[config.mk]
export PLATFORM = sky130hd
export DESIGN_NAME = tet_deformation_fiber_target_core_flat
export DESIGN_NICKNAME = d
export VERILOG_FILES = /design/src/sv/tdf_pkg.sv /design/src/sv/tdf_in_if.sv /design/src/sv/tdf_out_if.sv /design/src/sv/tdf_mulq.sv /design/src/sv/tet_deformation_fiber_target_core.sv /design/src/flat_wrapper.sv
export SDC_FILE = /design/constraint.sdc
export NUM_CORES = 2
export LEC_CHECK = 0
export ABC_AREA = 1
export BUFFER_PORTS_ARGS = -buffer_cell sky130_fd_sc_hd__clkbuf_2
export CAP_MARGIN = 0
export CORE_ASPECT_RATIO = 0.5
export CORE_MARGIN = 5
export CORE_UTILIZATION = 29
export DETAILED_ROUTE_END_ITERATION = 16
export SLEW_MARGIN = 20
export SYNTH_ARGS = -nofsm -noshare
export SYNTH_HDL_FRONTEND = slang
export SYNTH_SLANG_ARGS = --single-unit
[constraint.sdc]
create_clock -name clk -period 12.1 [get_ports clk]
set_input_delay 3.025 -clock clk [delete_from_list [all_inputs] [get_ports clk]]
set_output_delay 3.025 -clock clk [all_outputs]
set_load 0.02 [all_outputs]
[src/sv/tdf_pkg.sv]
// Shared types and constants for the tetrahedral deformation / fibre target block.
// No dependencies; used by the channel interfaces, the multiplier unit and the top level.
`timescale 1ns / 1ps
`default_nettype none

package tdf_pkg;

  // Fixed widths of the channel fields
  localparam int FIELD_BITS = 32;
  localparam int SLOT_BITS  = 5;
  localparam int IDX_BITS   = 4;

  localparam logic signed [FIELD_BITS-1:0] FIELD_MAX = 32'sh7FFF_FFFF;
  localparam logic signed [FIELD_BITS-1:0] FIELD_MIN = 32'sh8000_0000;

  // Operand slot map
  localparam int NUM_SLOTS = 25;
  localparam logic [SLOT_BITS-1:0] SLOT_LIMIT = 5'd25;
  localparam logic [SLOT_BITS-1:0] SLOT_INVDM = 5'd12;
  localparam logic [SLOT_BITS-1:0] SLOT_FIBER = 5'd21;
  localparam logic [SLOT_BITS-1:0] SLOT_ACT   = 5'd24;

  // Result index map
  localparam int NUM_GRAD = 9;
  localparam logic [IDX_BITS-1:0] IDX_P0   = 4'd9;
  localparam logic [IDX_BITS-1:0] IDX_LAST = 4'd11;

  // Sequencer states
  typedef enum logic [3:0] {
    ST_IDLE,
    ST_DS_BASE,
    ST_DS_SUB,
    ST_F_MUL,
    ST_F_WAIT,
    ST_F_OUT,
    ST_T,
    ST_G_MUL,
    ST_G_WAIT,
    ST_H_MUL,
    ST_H_WAIT,
    ST_P_OUT
  } seq_state_t;

  // Multiplier unit states
  typedef enum logic [1:0] {
    MS_IDLE,
    MS_LO,
    MS_HI,
    MS_SAT
  } mul_state_t;

  // Status returned by the multiplier unit
  typedef struct packed {
    logic busy;
    logic done;
    logic ov;
  } mul_stat_t;

endpackage

`default_nettype wire

[src/sv/tdf_in_if.sv]
// Operand request channel: valid/ready handshake with slot, value and start flag.
// Depends on tdf_pkg for field widths.
`timescale 1ns / 1ps
`default_nettype none

interface tdf_in_if;
  logic                                  valid;
  logic                                  ready;
  logic [tdf_pkg::SLOT_BITS-1:0]         operand_slot;
  logic signed [tdf_pkg::FIELD_BITS-1:0] operand_value;
  logic                                  start_req;

  modport source (
    output valid, operand_slot, operand_value, start_req,
    input  ready
  );

  modport sink (
    input  valid, operand_slot, operand_value, start_req,
    output ready
  );
endinterface

`default_nettype wire

[src/sv/tdf_out_if.sv]
// Result request channel: valid/ready handshake with index, value and flags.
// Depends on tdf_pkg for field widths.
`timescale 1ns / 1ps
`default_nettype none

interface tdf_out_if;
  logic                                  valid;
  logic                                  ready;
  logic [tdf_pkg::IDX_BITS-1:0]          result_index;
  logic signed [tdf_pkg::FIELD_BITS-1:0] result_value;
  logic                                  overflow;
  logic                                  last_result;

  modport source (
    output valid, result_index, result_value, overflow, last_result,
    input  ready
  );

  modport sink (
    input  valid, result_index, result_value, overflow, last_result,
    output ready
  );
endinterface

`default_nettype wire

[src/sv/tdf_mulq.sv]
// Shared fixed-point multiplier: two half-width partial products, then floor shift
// and saturation. Depends on tdf_pkg (mul_state_t, mul_stat_t).
`timescale 1ns / 1ps
`default_nettype none

module tdf_mulq #(
  parameter int WORD_BITS = 32,
  parameter int FRAC_BITS = 16
) (
  input  wire                          clk,
  input  wire                          rst,
  input  wire                          start,
  input  wire logic signed [WORD_BITS-1:0] a,
  input  wire logic signed [WORD_BITS-1:0] b,
  output logic signed [WORD_BITS-1:0]  res,
  output tdf_pkg::mul_stat_t           stat
);

  localparam int LO = WORD_BITS / 2;          // low half of b
  localparam int MB = WORD_BITS - LO + 1;     // signed multiplier operand width
  localparam int PW = 2 * WORD_BITS;          // exact product width

  localparam logic signed [WORD_BITS-1:0] WMAX = {1'b0, {(WORD_BITS-1){1'b1}}};
  localparam logic signed [WORD_BITS-1:0] WMIN = {1'b1, {(WORD_BITS-1){1'b0}}};

  tdf_pkg::mul_state_t state, state_next;

  logic signed [WORD_BITS-1:0]    ra, rb;
  logic signed [PW-1:0]           pacc;
  logic signed [MB-1:0]           bsel;
  logic signed [WORD_BITS+MB-1:0] prod;
  logic signed [PW-1:0]           shifted;
  logic                           fits;
  logic signed [WORD_BITS-1:0]    sat_val;
  logic                           done, ov;

  // Operand half select: low half zero-extended, high half sign-extended
  always_comb begin
    if (state == tdf_pkg::MS_LO) begin
      bsel = $signed(MB'(rb[LO-1:0]));
    end else begin
      bsel = MB'($signed(rb[WORD_BITS-1:LO]));
    end
  end

  assign prod = ra * bsel;

  // Floor shift and saturation of the exact product
  assign shifted = pacc >>> FRAC_BITS;
  assign fits    = (&shifted[PW-1:WORD_BITS-1]) | ~(|shifted[PW-1:WORD_BITS-1]);
  assign sat_val = fits ? shifted[WORD_BITS-1:0] : (shifted[PW-1] ? WMIN : WMAX);

  // State register
  always_ff @(posedge clk) begin
    if (rst) begin
      state <= tdf_pkg::MS_IDLE;
    end else begin
      state <= state_next;
    end
  end

  // Next state
  always_comb begin
    state_next = state;
    case (state)
      tdf_pkg::MS_IDLE: if (start) state_next = tdf_pkg::MS_LO;
      tdf_pkg::MS_LO:   state_next = tdf_pkg::MS_HI;
      tdf_pkg::MS_HI:   state_next = tdf_pkg::MS_SAT;
      tdf_pkg::MS_SAT:  state_next = tdf_pkg::MS_IDLE;
      default:          state_next = tdf_pkg::MS_IDLE;
    endcase
  end

  // Datapath
  always_ff @(posedge clk) begin
    if (rst) begin
      done <= 1'b0;
      ov   <= 1'b0;
    end else begin
      done <= 1'b0;
      case (state)
        tdf_pkg::MS_IDLE: begin
          if (start) begin
            ra <= a;
            rb <= b;
          end
        end
        tdf_pkg::MS_LO: pacc <= PW'(prod);
        tdf_pkg::MS_HI: pacc <= pacc + (PW'(prod) <<< LO);
        tdf_pkg::MS_SAT: begin
          res  <= sat_val;
          ov   <= ~fits;
          done <= 1'b1;
        end
        default: ;
      endcase
    end
  end

  assign stat.busy = (state != tdf_pkg::MS_IDLE);
  assign stat.done = done;
  assign stat.ov   = ov;

endmodule

`default_nettype wire

[src/sv/tet_deformation_fiber_target_core.sv]
// Load: one operand request per cycle while idle. Start: the edge matrix, then 45 products
// on the shared multiplier and 12 result loads up to the last result, plus any output
// stall; not ready during that run.
// Reset clears the operand store, sequencer and output valid flag.
// Depends on tdf_pkg, tdf_in_if, tdf_out_if and tdf_mulq.
`timescale 1ns / 1ps
`default_nettype none

module tet_deformation_fiber_target_core #(
  parameter int WORD_BITS = 32,
  parameter int FRAC_BITS = 16
) (
  input  wire     clk,
  input  wire     rst,
  tdf_in_if.sink  operand,
  tdf_out_if.source result
);

  localparam int FB = tdf_pkg::FIELD_BITS;
  localparam int AW = WORD_BITS + 2;                              // three-term sum
  localparam int IW = (WORD_BITS > FB) ? WORD_BITS : FB;          // load / emit width
  localparam int TW = ((WORD_BITS > FRAC_BITS + 1) ? WORD_BITS : FRAC_BITS + 1) + 1;

  localparam logic signed [WORD_BITS-1:0] WMAX = {1'b0, {(WORD_BITS-1){1'b1}}};
  localparam logic signed [WORD_BITS-1:0] WMIN = {1'b1, {(WORD_BITS-1){1'b0}}};

  tdf_pkg::seq_state_t state, state_next;

  // Stores
  logic signed [WORD_BITS-1:0] opnd [tdf_pkg::NUM_SLOTS];
  logic signed [WORD_BITS-1:0] ds   [tdf_pkg::NUM_GRAD];
  logic signed [WORD_BITS-1:0] grad [tdf_pkg::NUM_GRAD];
  logic signed [WORD_BITS-1:0] g    [3];

  // Counters and flags
  logic [1:0] ri, cj, kk;
  logic [2:0] rowov;
  logic       tov, pov, fov;

  logic signed [WORD_BITS-1:0] base, t, pres;
  logic signed [AW-1:0]        acc;

  // Output register
  logic                         out_valid;
  logic [tdf_pkg::IDX_BITS-1:0] out_index;
  logic signed [FB-1:0]         out_value;
  logic                         out_ov, out_last;

  // Control
  logic                          in_acc, out_free, out_load, mul_start;
  logic [tdf_pkg::SLOT_BITS-1:0] rd_addr;
  logic signed [WORD_BITS-1:0]   opnd_rd;
  logic [3:0]                    idx9, dsk_idx;
  logic [tdf_pkg::SLOT_BITS-1:0] k3;
  logic                          row_end, grid_end;

  // Multiplier connection
  logic signed [WORD_BITS-1:0] mul_a, mul_b, mul_res;
  tdf_pkg::mul_stat_t          mstat;

  tdf_mulq #(
    .WORD_BITS (WORD_BITS),
    .FRAC_BITS (FRAC_BITS)
  ) u_mulq (
    .clk   (clk),
    .rst   (rst),
    .start (mul_start),
    .a     (mul_a),
    .b     (mul_b),
    .res   (mul_res),
    .stat  (mstat)
  );

  assign in_acc   = operand.valid && operand.ready;
  assign out_free = !out_valid || result.ready;
  assign operand.ready = (state == tdf_pkg::ST_IDLE);

  assign idx9     = {1'b0, ri, 1'b0} + {2'b0, ri} + {2'b0, cj};
  assign dsk_idx  = {1'b0, ri, 1'b0} + {2'b0, ri} + {2'b0, kk};
  assign k3       = {2'b0, kk, 1'b0} + {3'b0, kk};
  assign row_end  = (cj == 2'd2);
  assign grid_end = (cj == 2'd2) && (ri == 2'd2);
  assign opnd_rd  = opnd[rd_addr];

  // Load saturation to the word range
  logic signed [IW-1:0]        ld_ext;
  logic                        ld_fit;
  logic signed [WORD_BITS-1:0] ld_val;
  assign ld_ext = IW'(operand.operand_value);
  assign ld_fit = (&ld_ext[IW-1:WORD_BITS-1]) | ~(|ld_ext[IW-1:WORD_BITS-1]);
  assign ld_val = ld_fit ? WORD_BITS'(ld_ext) : (ld_ext[IW-1] ? WMIN : WMAX);

  // Edge difference
  logic signed [WORD_BITS:0]   dif;
  logic                        dif_ov;
  logic signed [WORD_BITS-1:0] dif_val;
  assign dif     = (WORD_BITS+1)'(opnd_rd) - (WORD_BITS+1)'(base);
  assign dif_ov  = dif[WORD_BITS] != dif[WORD_BITS-1];
  assign dif_val = dif_ov ? (dif[WORD_BITS] ? WMIN : WMAX) : dif[WORD_BITS-1:0];

  // Accumulate and saturate
  logic signed [AW-1:0]        sum;
  logic                        sum_ov;
  logic signed [WORD_BITS-1:0] sum_val;
  assign sum     = acc + AW'(mul_res);
  assign sum_ov  = ~((&sum[AW-1:WORD_BITS-1]) | ~(|sum[AW-1:WORD_BITS-1]));
  assign sum_val = sum_ov ? (sum[AW-1] ? WMIN : WMAX) : sum[WORD_BITS-1:0];

  // Scale factor 1 - activation
  logic signed [TW-1:0]        tdif;
  logic                        t_ov;
  logic signed [WORD_BITS-1:0] t_val;
  assign tdif  = (TW'(1) <<< FRAC_BITS) - TW'(opnd_rd);
  assign t_ov  = ~((&tdif[TW-1:WORD_BITS-1]) | ~(|tdif[TW-1:WORD_BITS-1]));
  assign t_val = t_ov ? (tdif[TW-1] ? WMIN : WMAX) : tdif[WORD_BITS-1:0];

  // Emit: narrow to the 32-bit field
  logic signed [WORD_BITS-1:0] em_src;
  logic signed [IW-1:0]        em_ext;
  logic                        em_fit;
  logic signed [FB-1:0]        em_val;
  assign em_src = (state == tdf_pkg::ST_F_OUT) ? grad[idx9] : pres;
  assign em_ext = IW'(em_src);
  assign em_fit = (&em_ext[IW-1:FB-1]) | ~(|em_ext[IW-1:FB-1]);
  assign em_val = em_fit ? FB'(em_ext)
                         : (em_ext[IW-1] ? tdf_pkg::FIELD_MIN : tdf_pkg::FIELD_MAX);

  // Multiplier operand select
  always_comb begin
    case (state)
      tdf_pkg::ST_F_MUL: begin
        mul_a = ds[dsk_idx];
        mul_b = opnd_rd;
      end
      tdf_pkg::ST_G_MUL: begin
        mul_a = t;
        mul_b = grad[idx9];
      end
      default: begin
        mul_a = g[cj];
        mul_b = opnd_rd;
      end
    endcase
  end

  // State register
  always_ff @(posedge clk) begin
    if (rst) begin
      state <= tdf_pkg::ST_IDLE;
    end else begin
      state <= state_next;
    end
  end

  // Next state and sequencer outputs
  always_comb begin
    state_next = state;
    mul_start  = 1'b0;
    out_load   = 1'b0;
    rd_addr    = {3'b0, ri};
    case (state)
      tdf_pkg::ST_IDLE: begin
        if (in_acc && operand.start_req) state_next = tdf_pkg::ST_DS_BASE;
      end
      tdf_pkg::ST_DS_BASE: begin
        rd_addr    = {3'b0, ri};
        state_next = tdf_pkg::ST_DS_SUB;
      end
      tdf_pkg::ST_DS_SUB: begin
        rd_addr    = {2'b0, cj, 1'b0} + {3'b0, cj} + 5'd3 + {3'b0, ri};
        state_next = grid_end ? tdf_pkg::ST_F_MUL : tdf_pkg::ST_DS_BASE;
      end
      tdf_pkg::ST_F_MUL: begin
        rd_addr    = tdf_pkg::SLOT_INVDM + k3 + {3'b0, cj};
        mul_start  = 1'b1;
        state_next = tdf_pkg::ST_F_WAIT;
      end
      tdf_pkg::ST_F_WAIT: begin
        if (mstat.done) begin
          state_next = (kk == 2'd2 && grid_end) ? tdf_pkg::ST_F_OUT : tdf_pkg::ST_F_MUL;
        end
      end
      tdf_pkg::ST_F_OUT: begin
        if (out_free) begin
          out_load = 1'b1;
          if (grid_end) state_next = tdf_pkg::ST_T;
        end
      end
      tdf_pkg::ST_T: begin
        rd_addr    = tdf_pkg::SLOT_ACT;
        state_next = tdf_pkg::ST_G_MUL;
      end
      tdf_pkg::ST_G_MUL: begin
        mul_start  = 1'b1;
        state_next = tdf_pkg::ST_G_WAIT;
      end
      tdf_pkg::ST_G_WAIT: begin
        if (mstat.done) state_next = row_end ? tdf_pkg::ST_H_MUL : tdf_pkg::ST_G_MUL;
      end
      tdf_pkg::ST_H_MUL: begin
        rd_addr    = tdf_pkg::SLOT_FIBER + {3'b0, cj};
        mul_start  = 1'b1;
        state_next = tdf_pkg::ST_H_WAIT;
      end
      tdf_pkg::ST_H_WAIT: begin
        rd_addr = tdf_pkg::SLOT_FIBER + {3'b0, cj};
        if (mstat.done) state_next = row_end ? tdf_pkg::ST_P_OUT : tdf_pkg::ST_H_MUL;
      end
      tdf_pkg::ST_P_OUT: begin
        if (out_free) begin
          out_load   = 1'b1;
          state_next = (ri == 2'd2) ? tdf_pkg::ST_IDLE : tdf_pkg::ST_G_MUL;
        end
      end
      default: state_next = tdf_pkg::ST_IDLE;
    endcase
  end

  // Output register
  always_ff @(posedge clk) begin
    if (rst) begin
      out_valid <= 1'b0;
    end else begin
      if (out_load) begin
        out_valid <= 1'b1;
        out_value <= em_val;
        if (state == tdf_pkg::ST_F_OUT) begin
          out_index <= idx9;
          out_ov    <= rowov[ri] | ~em_fit;
          out_last  <= 1'b0;
        end else begin
          out_index <= tdf_pkg::IDX_P0 + {2'b0, ri};
          out_ov    <= rowov[ri] | tov | pov | ~em_fit;
          out_last  <= (ri == 2'd2);
        end
      end else if (result.ready) begin
        out_valid <= 1'b0;
      end
    end
  end

  assign result.valid        = out_valid;
  assign result.result_index = out_index;
  assign result.result_value = out_value;
  assign result.overflow     = out_ov;
  assign result.last_result  = out_last;

  // Operand store, counters and working registers
  always_ff @(posedge clk) begin
    if (rst) begin
      for (int n = 0; n < tdf_pkg::NUM_SLOTS; n++) opnd[n] <= '0;
      ri    <= '0;
      cj    <= '0;
      kk    <= '0;
      rowov <= '0;
      tov   <= 1'b0;
      pov   <= 1'b0;
      fov   <= 1'b0;
      acc   <= '0;
    end else begin
      case (state)
        tdf_pkg::ST_IDLE: begin
          if (in_acc) begin
            if (operand.operand_slot < tdf_pkg::SLOT_LIMIT) begin
              opnd[operand.operand_slot] <= ld_val;
            end
            if (operand.start_req) begin
              ri    <= '0;
              cj    <= '0;
              kk    <= '0;
              rowov <= '0;
              acc   <= '0;
              fov   <= 1'b0;
            end
          end
        end
        tdf_pkg::ST_DS_BASE: base <= opnd_rd;
        tdf_pkg::ST_DS_SUB: begin
          ds[idx9] <= dif_val;
          if (dif_ov) rowov[ri] <= 1'b1;
          if (row_end) begin
            cj <= '0;
            ri <= (ri == 2'd2) ? 2'd0 : ri + 2'd1;
          end else begin
            cj <= cj + 2'd1;
          end
        end
        tdf_pkg::ST_F_WAIT: begin
          if (mstat.done) begin
            if (kk == 2'd2) begin
              grad[idx9] <= sum_val;
              if (fov | mstat.ov | sum_ov) rowov[ri] <= 1'b1;
              acc <= '0;
              fov <= 1'b0;
              kk  <= '0;
              if (row_end) begin
                cj <= '0;
                ri <= (ri == 2'd2) ? 2'd0 : ri + 2'd1;
              end else begin
                cj <= cj + 2'd1;
              end
            end else begin
              acc <= sum;
              fov <= fov | mstat.ov;
              kk  <= kk + 2'd1;
            end
          end
        end
        tdf_pkg::ST_F_OUT: begin
          if (out_free) begin
            if (row_end) begin
              cj <= '0;
              ri <= (ri == 2'd2) ? 2'd0 : ri + 2'd1;
            end else begin
              cj <= cj + 2'd1;
            end
          end
        end
        tdf_pkg::ST_T: begin
          t   <= t_val;
          tov <= t_ov;
          pov <= 1'b0;
          acc <= '0;
        end
        tdf_pkg::ST_G_WAIT: begin
          if (mstat.done) begin
            g[cj] <= mul_res;
            pov   <= pov | mstat.ov;
            cj    <= row_end ? 2'd0 : cj + 2'd1;
          end
        end
        tdf_pkg::ST_H_WAIT: begin
          if (mstat.done) begin
            if (row_end) begin
              pres <= sum_val;
              pov  <= pov | mstat.ov | sum_ov;
              acc  <= '0;
              cj   <= '0;
            end else begin
              acc <= sum;
              pov <= pov | mstat.ov;
              cj  <= cj + 2'd1;
            end
          end
        end
        tdf_pkg::ST_P_OUT: begin
          if (out_free) begin
            ri  <= (ri == 2'd2) ? 2'd0 : ri + 2'd1;
            pov <= 1'b0;
          end
        end
        default: ;
      endcase
    end
  end

  // Checks
  a_mul_start_idle: assert property (@(posedge clk) disable iff (rst)
    mul_start |-> !mstat.busy)
    else $error("multiplier started while busy");

  a_accept_unit_idle: assert property (@(posedge clk) disable iff (rst)
    in_acc |-> !mstat.busy)
    else $error("operand request accepted while multiplier busy");

  a_start_blocks: assert property (@(posedge clk) disable iff (rst)
    (in_acc && operand.start_req) |=> !operand.ready)
    else $error("ready held after start request");

  a_last_index: assert property (@(posedge clk) disable iff (rst)
    (result.valid && result.last_result) |-> (result.result_index == tdf_pkg::IDX_LAST))
    else $error("last result flag on wrong index");

endmodule

`default_nettype wire

[src/flat_wrapper.sv]
// flat-port wrapper written by rule: the top's interface ports become plain ports
module tet_deformation_fiber_target_core_flat 
#(
  parameter int WORD_BITS = 32,
  parameter int FRAC_BITS = 16
)
  (clk, rst, operand_valid, operand_operand_slot, operand_operand_value, operand_start_req, operand_ready, result_valid, result_result_index, result_result_value, result_overflow, result_last_result, result_ready);
  tdf_in_if operand_i ();
  tdf_out_if result_i ();
  input  wire clk;
  input  wire rst;
  input wire logic [$bits(operand_i.valid)-1:0] operand_valid;
  input wire logic [$bits(operand_i.operand_slot)-1:0] operand_operand_slot;
  input wire logic [$bits(operand_i.operand_value)-1:0] operand_operand_value;
  input wire logic [$bits(operand_i.start_req)-1:0] operand_start_req;
  output wire logic [$bits(operand_i.ready)-1:0] operand_ready;
  output wire logic [$bits(result_i.valid)-1:0] result_valid;
  output wire logic [$bits(result_i.result_index)-1:0] result_result_index;
  output wire logic [$bits(result_i.result_value)-1:0] result_result_value;
  output wire logic [$bits(result_i.overflow)-1:0] result_overflow;
  output wire logic [$bits(result_i.last_result)-1:0] result_last_result;
  input wire logic [$bits(result_i.ready)-1:0] result_ready;
  assign operand_i.valid = operand_valid;
  assign operand_i.operand_slot = operand_operand_slot;
  assign operand_i.operand_value = operand_operand_value;
  assign operand_i.start_req = operand_start_req;
  assign operand_ready = operand_i.ready;
  assign result_valid = result_i.valid;
  assign result_result_index = result_i.result_index;
  assign result_result_value = result_i.result_value;
  assign result_overflow = result_i.overflow;
  assign result_last_result = result_i.last_result;
  assign result_i.ready = result_ready;
  tet_deformation_fiber_target_core #(.WORD_BITS(WORD_BITS), .FRAC_BITS(FRAC_BITS)) u_core (.clk(clk), .rst(rst), .operand(operand_i), .result(result_i));
endmodule
**After elaboration in Yosys (flattened, before gate mapping)**

Memory sizes are Yosys's and may differ from the RTL's. A register that Yosys moved wholly into a read port is not among the register bits.
Index checks and enable logic that the tools add are counted.

- Add/sub/neg operators: 18
- Multipliers: 1
- Divide/modulo/power cells: 0
- Magnitude comparators: 3
- Eq/ne operators: 32
- Shift-type cells: 0
- Multiplexer cells: 107
- Bitwise logic cells: 17
- Reductions and logical operators: 42

Operators by type and width:

| kind | count |
|---|---|
| 32-bit 2-to-1 mux | 11 |
| 34-bit 2-to-1 mux | 6 |
| 34-bit case mux with 4 select lines | 1 |
| 64-bit case mux with 2 select lines | 1 |
| 64-bit adder | 1 |
| 32-bit case mux with 2 select lines | 1 |
| 32-bit by 17-bit multiplier with 49-bit output | 1 |
| 4-bit case mux with 12 select lines | 1 |
| 2-bit 2-to-1 mux | 20 |
| 1-bit 2-to-1 mux | 37 |
| 4-bit 2-to-1 mux | 9 |
| 34-bit by 32-bit adder with 34-bit output | 1 |
| 18-bit by 32-bit subtractor with 33-bit output, first input constant | 1 |
| 32-bit by 32-bit subtractor with 33-bit output | 1 |
| 32-bit OR reduction | 1 |
| 7-bit AND reduction | 4 |
| 3-bit 2-to-1 mux | 8 |
| 2-bit case mux with 5 select lines | 2 |
| 5-bit case mux with 4 select lines | 1 |
| 17-bit 2-to-1 mux | 1 |
| 17-bit AND reduction | 1 |
| 17-bit OR reduction | 1 |
| 4-bit by 3-bit == test with 1-bit output, second input constant | 4 |
| 4-bit == test, second input constant | 4 |
| 44 further kinds | 101 |

- Register bits: 349
- Latch bits: 0
- Bits in writable memories: 1472
- Bits in read-only memories: 0
- Input port bits: 42
- Output and inout port bits: 40
- Word-level logic and storage cells: 248
- Memories: 4

Memories:

| memory | depth | width | read ports | clocked after memory_dff | wr ports | RTL line | text |
|---|---|---|---|---|---|---|---|
| u_core.opnd | 25 | 32 | 1 | 0 | 25 | tet_deformation_fiber_target_core.sv:30 | `logic signed [WORD_BITS-1:0] opnd [tdf_pkg::NUM_SLOTS];` |
| u_core.ds | 9 | 32 | 1 | 0 | 1 | tet_deformation_fiber_target_core.sv:31 | `logic signed [WORD_BITS-1:0] ds [tdf_pkg::NUM_GRAD];` |
| u_core.grad | 9 | 32 | 1 | 0 | 1 | tet_deformation_fiber_target_core.sv:32 | `logic signed [WORD_BITS-1:0] grad [tdf_pkg::NUM_GRAD];` |
| u_core.g | 3 | 32 | 1 | 1 | 1 | tet_deformation_fiber_target_core.sv:33 | `logic signed [WORD_BITS-1:0] g [3];` |

**Depth between registers and ports, before layout**

- Word-level depth: 10
- Depth in mapped cells: 47
- Mapped depth without buffers: 44

**By module**

A second synthesis with hierarchy kept.

- Cell total of the unflattened synthesis: 11297
- Area total of the unflattened synthesis: 111932.4 um^2

Modules (own cells, without submodules):

| module | instances | cells each | area each (um^2) | sequential area each (um^2) |
|---|---|---|---|---|
| tet_deformation_fiber_target_core | 1 | 7851 | 83849.2 | 56013.7 |
| tdf_mulq | 1 | 3446 | 28083.2 | 4404.2 |

**Least setup slack after synthesis**

No wires, ideal clock.

- Kind: register to register
- Start point: register u_core.u_mulq.state[1]
- End point: register u_core.u_mulq.pacc[63] (data pin)
- Setup time: 0.264 ns
- Arrival time: 8.259 ns
- Data required time: 11.836 ns
- Slack: 3.577 ns
- Stages on the path, launching flop included: 47
- Buffers on the path: 3
- Period minus slack after synthesis: 8.523 ns
- Path through: dfxtp_1 > inv_1 > ha_1 > clkbuf_1 > inv_1 > clkbuf_1 > or2_2 > o21ai_1 > inv_1 > clkbuf_1 > nand2_1 > fa_1 > inv_1 > fa_1 > inv_1 > fa_1 > inv_1 > fa_1 > [11 not listed] > nand2_1 > nand2_1 > nand3_1 > o311ai_0 > nand2_1 > nand2_1 > xor2_1 > inv_1 > ha_1 > inv_1 > nor3_1 > inv_1 > nor4_1 > nand3_1 > nand3_1 > inv_1 > nor2_1 > o21ai_0

- Longest elaborated chain between the ends: 5
- Elaborated cells on any way between the ends: 6
- Classes of those cells: add/sub: 1; mul: 1; eq/ne: 2; mux: 2

Ends and longest elaborated chain:

| element | RTL line | text |
|---|---|---|
| start: declaration | tdf_mulq.sv:26 | `tdf_pkg::mul_state_t state, state_next;` |
| start signal: assignment | tdf_mulq.sv:56 | `state <= tdf_pkg::MS_IDLE;` |
| start signal: assignment | tdf_mulq.sv:58 | `state <= state_next;` |
| 2-bit by 1-bit == test with 1-bit output | tdf_mulq.sv:39, tdf_mulq.sv:81 |  |
| 17-bit 2-to-1 mux | tdf_mulq.sv:39 | `if (state == tdf_pkg::MS_LO) begin` |
| 32-bit by 17-bit multiplier with 49-bit output | tdf_mulq.sv:46 | `assign prod = ra * bsel;` |
| 64-bit adder | tdf_mulq.sv:89 | `tdf_pkg::MS_HI: pacc <= pacc + (PW'(prod) <<< LO);` |
| 64-bit case mux with 2 select lines (*) | tdf_mulq.sv:81 | `case (state)` |
| end signal: assignment | tdf_mulq.sv:88 | `tdf_pkg::MS_LO: pacc <= PW'(prod);` |
| end signal: assignment | tdf_mulq.sv:89 |  |
| end: declaration | tdf_mulq.sv:29 | `logic signed [PW-1:0] pacc;` |

Mark *: on every way between the ends. The rest lies on a longest branch, timed or not.
A chain may end at the register's enable or synchronous reset.

**Final worst setup path**

- Start point: register u_core.u_mulq.state[1]
- End point: register u_core.u_mulq.pacc[60] (data pin)

The elaborated chain is that of the path after synthesis.

==> metrics <==
Worst path max stage delay=approximately 0.65 ns; HPWL Detailed=~230000 µm; DRC errors left=0; post-cts sizing count=0; Mapped Avg Cell Area=9.921 µm²; Initial Util=between 20% and 30%; CP endpoint kind=flip-flop; Final period util=between 90% and 100%; FF-to-FF setup slack=~1.1 ns; initial antenna violation count=12; Initial DRC Count=9145; setup violators final=0; clock sinks=between 2000 and 2500; Setup CP Type=flip-flop to flip-flop; drt first pass iters=9; Clk Latency, worst-skew pair=between 0.9 and 1 ns; worst r2r path cells=41; HP Class=flip-flop to flip-flop; Die Ht=approximately 450 µm; most frequent cells in the layout=nand2_1, edfxtp_1, inv_1; Rel. slew slack=between 20% and 30%; Post-Synth Adder-Cell Area=about 12%; TritonCTS clock tree=built; multiplexer area fraction after synthesis=less than 1%; first-pass GRT wire length=532000 µm; WP data arrival=approximately 12 ns; Worst setup SP type=flip-flop; CP max FO=21; drt total wl=between 300000 and 400000 µm; Root Buffer=clkbuf_16; post-synthesis compound-gate area fraction=roughly 6.3%; number of synthesized register bits=about 2000; FFs w/ async S/R, synth=0%; core area=around 390000 µm²; via/cell ratio=~5; sequential share of the synthesized area=53.64%; sum of negative setup slack=0 ns; CTS max path bufs=4; Slew Viols, Final=0; RSZ-0062 raised after global routing=false; ys flop type=edfxtp_1; xor/xnor share of the synthesized area=roughly 1.2%; fmax=91.25 MHz; DR WL/cell=21.46 µm; largest family of logic cells by synthesized area=simple AND/OR/NAND/NOR gates; port bufs=81; critical path's slowest cell=ha_1; Worst-Margin Slew=1.162 ns; Hold Vio Cnt, Final=0; worst clock skew=0.07714 ns; outcome=complete, no violations; largest net degree at the start of global routing=~180; Placer Congestion=between 0.9 and 1; CTS buffer count=just over 200; num ports=82; distinct cell type count after synthesis=between 60 and 70; Post-Synth Simple-Gate Area=a little under 20%; vias in the first global route=around 81000; Hold Buf Count CTS=0; warnings from Yosys=0; nets=roughly 12000; Rows=161; routed vias=about 83000; synthesized cell area=112600 µm²; WP data required=between 10 and 15 ns; Area growth syn-to-layout=11.48%; reg-to-reg startpoint=u_core.u_mulq.state[1]$_SDFFE_PP0P_; number of flops mapped to enable cells by yosys=between 1500 and 2000; GRT Overall Usage=between 15 and 20%; total die area=approximately 400000 µm²; clk slew on worst S/H paths=roughly 0.070 ns; Die Wd=891.4 µm; worst setup path startpoint=u_core.u_mulq.state[1]$_SDFFE_PP0P_; min-delay src=u_core.rowov[1]$_SDFFE_PP0P_; most common cell after layout, fill and taps aside=nand2_1; setup bufs post-CTS=0; Post-Synthesis Cells=11350; GR Overflow Total=0; time the worst path needs with I/O delays and setup=10.96 ns; layout cells sized above 1=between 5 and 6%; htree depth=4; Worst Hold Depth=2; CP most frequent cell=nand2_1; Routed Antenna Nets=0; maxcap violations=0
==> worst paths after layout <==
kind / endpoint
max: u_core.u_mulq.pacc[60]$_DFFE_PP_
min: u_core.rowov[1]$_SDFFE_PP0P_
max reg2reg: u_core.u_mulq.pacc[60]$_DFFE_PP_
min reg2reg: u_core.rowov[1]$_SDFFE_PP0P_
==> routing by layer <==
metal,routed length [µm],up-vias,share of wire [%],track usage (%)
met2,164000,3791,46,27.85
met5,55,-,0.015,0
li1,-,37520,-,-
met3,31100,648,8.7,2.832
met4,13360,8,3.7,5.898
met1,149700,41180,42,23.56
==> layout make-up <==
type | instances | area [µm²]
tap | 5134 | 6424
fill | 39250 | 260200
inverter | 1426 | 5364
timing repair buffer | 256 | 1814
clock buffer | 247 | 5255
multi-input combinational | 7476 | 45440
clock inverter | 109 | 832.0
sequential | 2031 | 60420
antenna | 8 | 20.02
==> metrics by stage <==
| stage | worst slack [ns] | area, µm² | std cells | utilization, % | hold slack [ns] |
|---|---|---|---|---|---|
| floorplan | 3.577 | 113500 | 11580 | - | 0.4255 |
| global placement | 1.147 | 119400 | 16320 | 30.96 | 0.4377 |
| detailed placement | 1.257 | 119500 | 16320 | 30.97 | 0.4485 |
| CTS | 1.243 | 125500 | 16680 | 32.54 | 0.4577 |
| global route | 0.3875 | 125500 | 16680 | 32.55 | 0.4762 |
| finish | 1.141 | 125600 | 16690 | 32.55 | 0.4656 |
==> worst max-delay path, delay by kind of cell, from the launching register on <==
| family | cells | cell delay (ns) |
|---|---|---|
| xor+xnor | 1 | 0.23 |
| buf+inv | 8 | 1.70 |
| simple gates | 16 | 2.47 |
| flops | 1 | 0.34 |
| compound gates | 7 | 1.61 |
| fa+ha+maj | 9 | 4.31 |
==> registers in the layout (all words and copies together) (netlist names), 3 cells and up, named ones only <==
| name | cells |
|---|---|
| u_core.u_mulq.ra | 32 |
| u_core.u_mulq.pacc | 48 |
| u_core.state | 4 |
| u_core.grad | 288 |
| u_core.opnd | 1024 |
| u_core.u_mulq.rb | 32 |
| u_core.ds | 288 |
| u_core.u_mulq.res | 32 |
| u_core.result.result_index | 4 |
| u_core.acc | 34 |
| u_core.pres | 32 |
| u_core.result.result_value | 32 |
| u_core.t | 32 |
| u_core.g | 96 |
| u_core.base | 32 |
| u_core.rowov | 3 |
==> cells by family after synthesis <==
kind of cell | Yosys count
AO/OA/AOI/OAI | 1208
multiplexers | 2
adder cells (fa/ha/maj) | 790
XOR/XNOR | 160
flip-flops | 2031
buffers and inverters | 2069
other | 1
AND/OR/NAND/NOR | 5092
==> cells in the mapped netlist (all sizes together) (7+ instances only) <==
master | n | share of area, %
nor4 | 16 | 0.089
inv | 1373 | 4.6
a22o | 26 | 0.20
o211ai | 54 | 0.36
o21ai | 356 | 1.6
xor2 | 97 | 0.75
a221oi | 43 | 0.33
buf | 225 | 1.0
a211oi | 12 | 0.080
o21bai | 7 | 0.047
clkbuf | 418 | 1.4
nand3 | 978 | 4.3
xnor2 | 63 | 0.49
a21o | 13 | 0.087
nor3 | 31 | 0.14
nand2 | 2312 | 7.7
dfxtp | 57 | 1.0
ha | 262 | 2.9
a31oi | 63 | 0.35
nor2 | 1392 | 4.7
nand4 | 28 | 0.17
fa | 528 | 9.4
clkinv | 53 | 0.18
o221ai | 9 | 0.070
or2 | 17 | 0.094
o21a | 12 | 0.080
a21oi | 500 | 2.2
a32o | 32 | 0.28
a22oi | 49 | 0.33
nand3b | 313 | 2.1
edfxtp | 1974 | 53
Power is left out: the tool's default activity adds up to more than one toggle a clock period on the data nets, which glitch-free logic cannot reach.
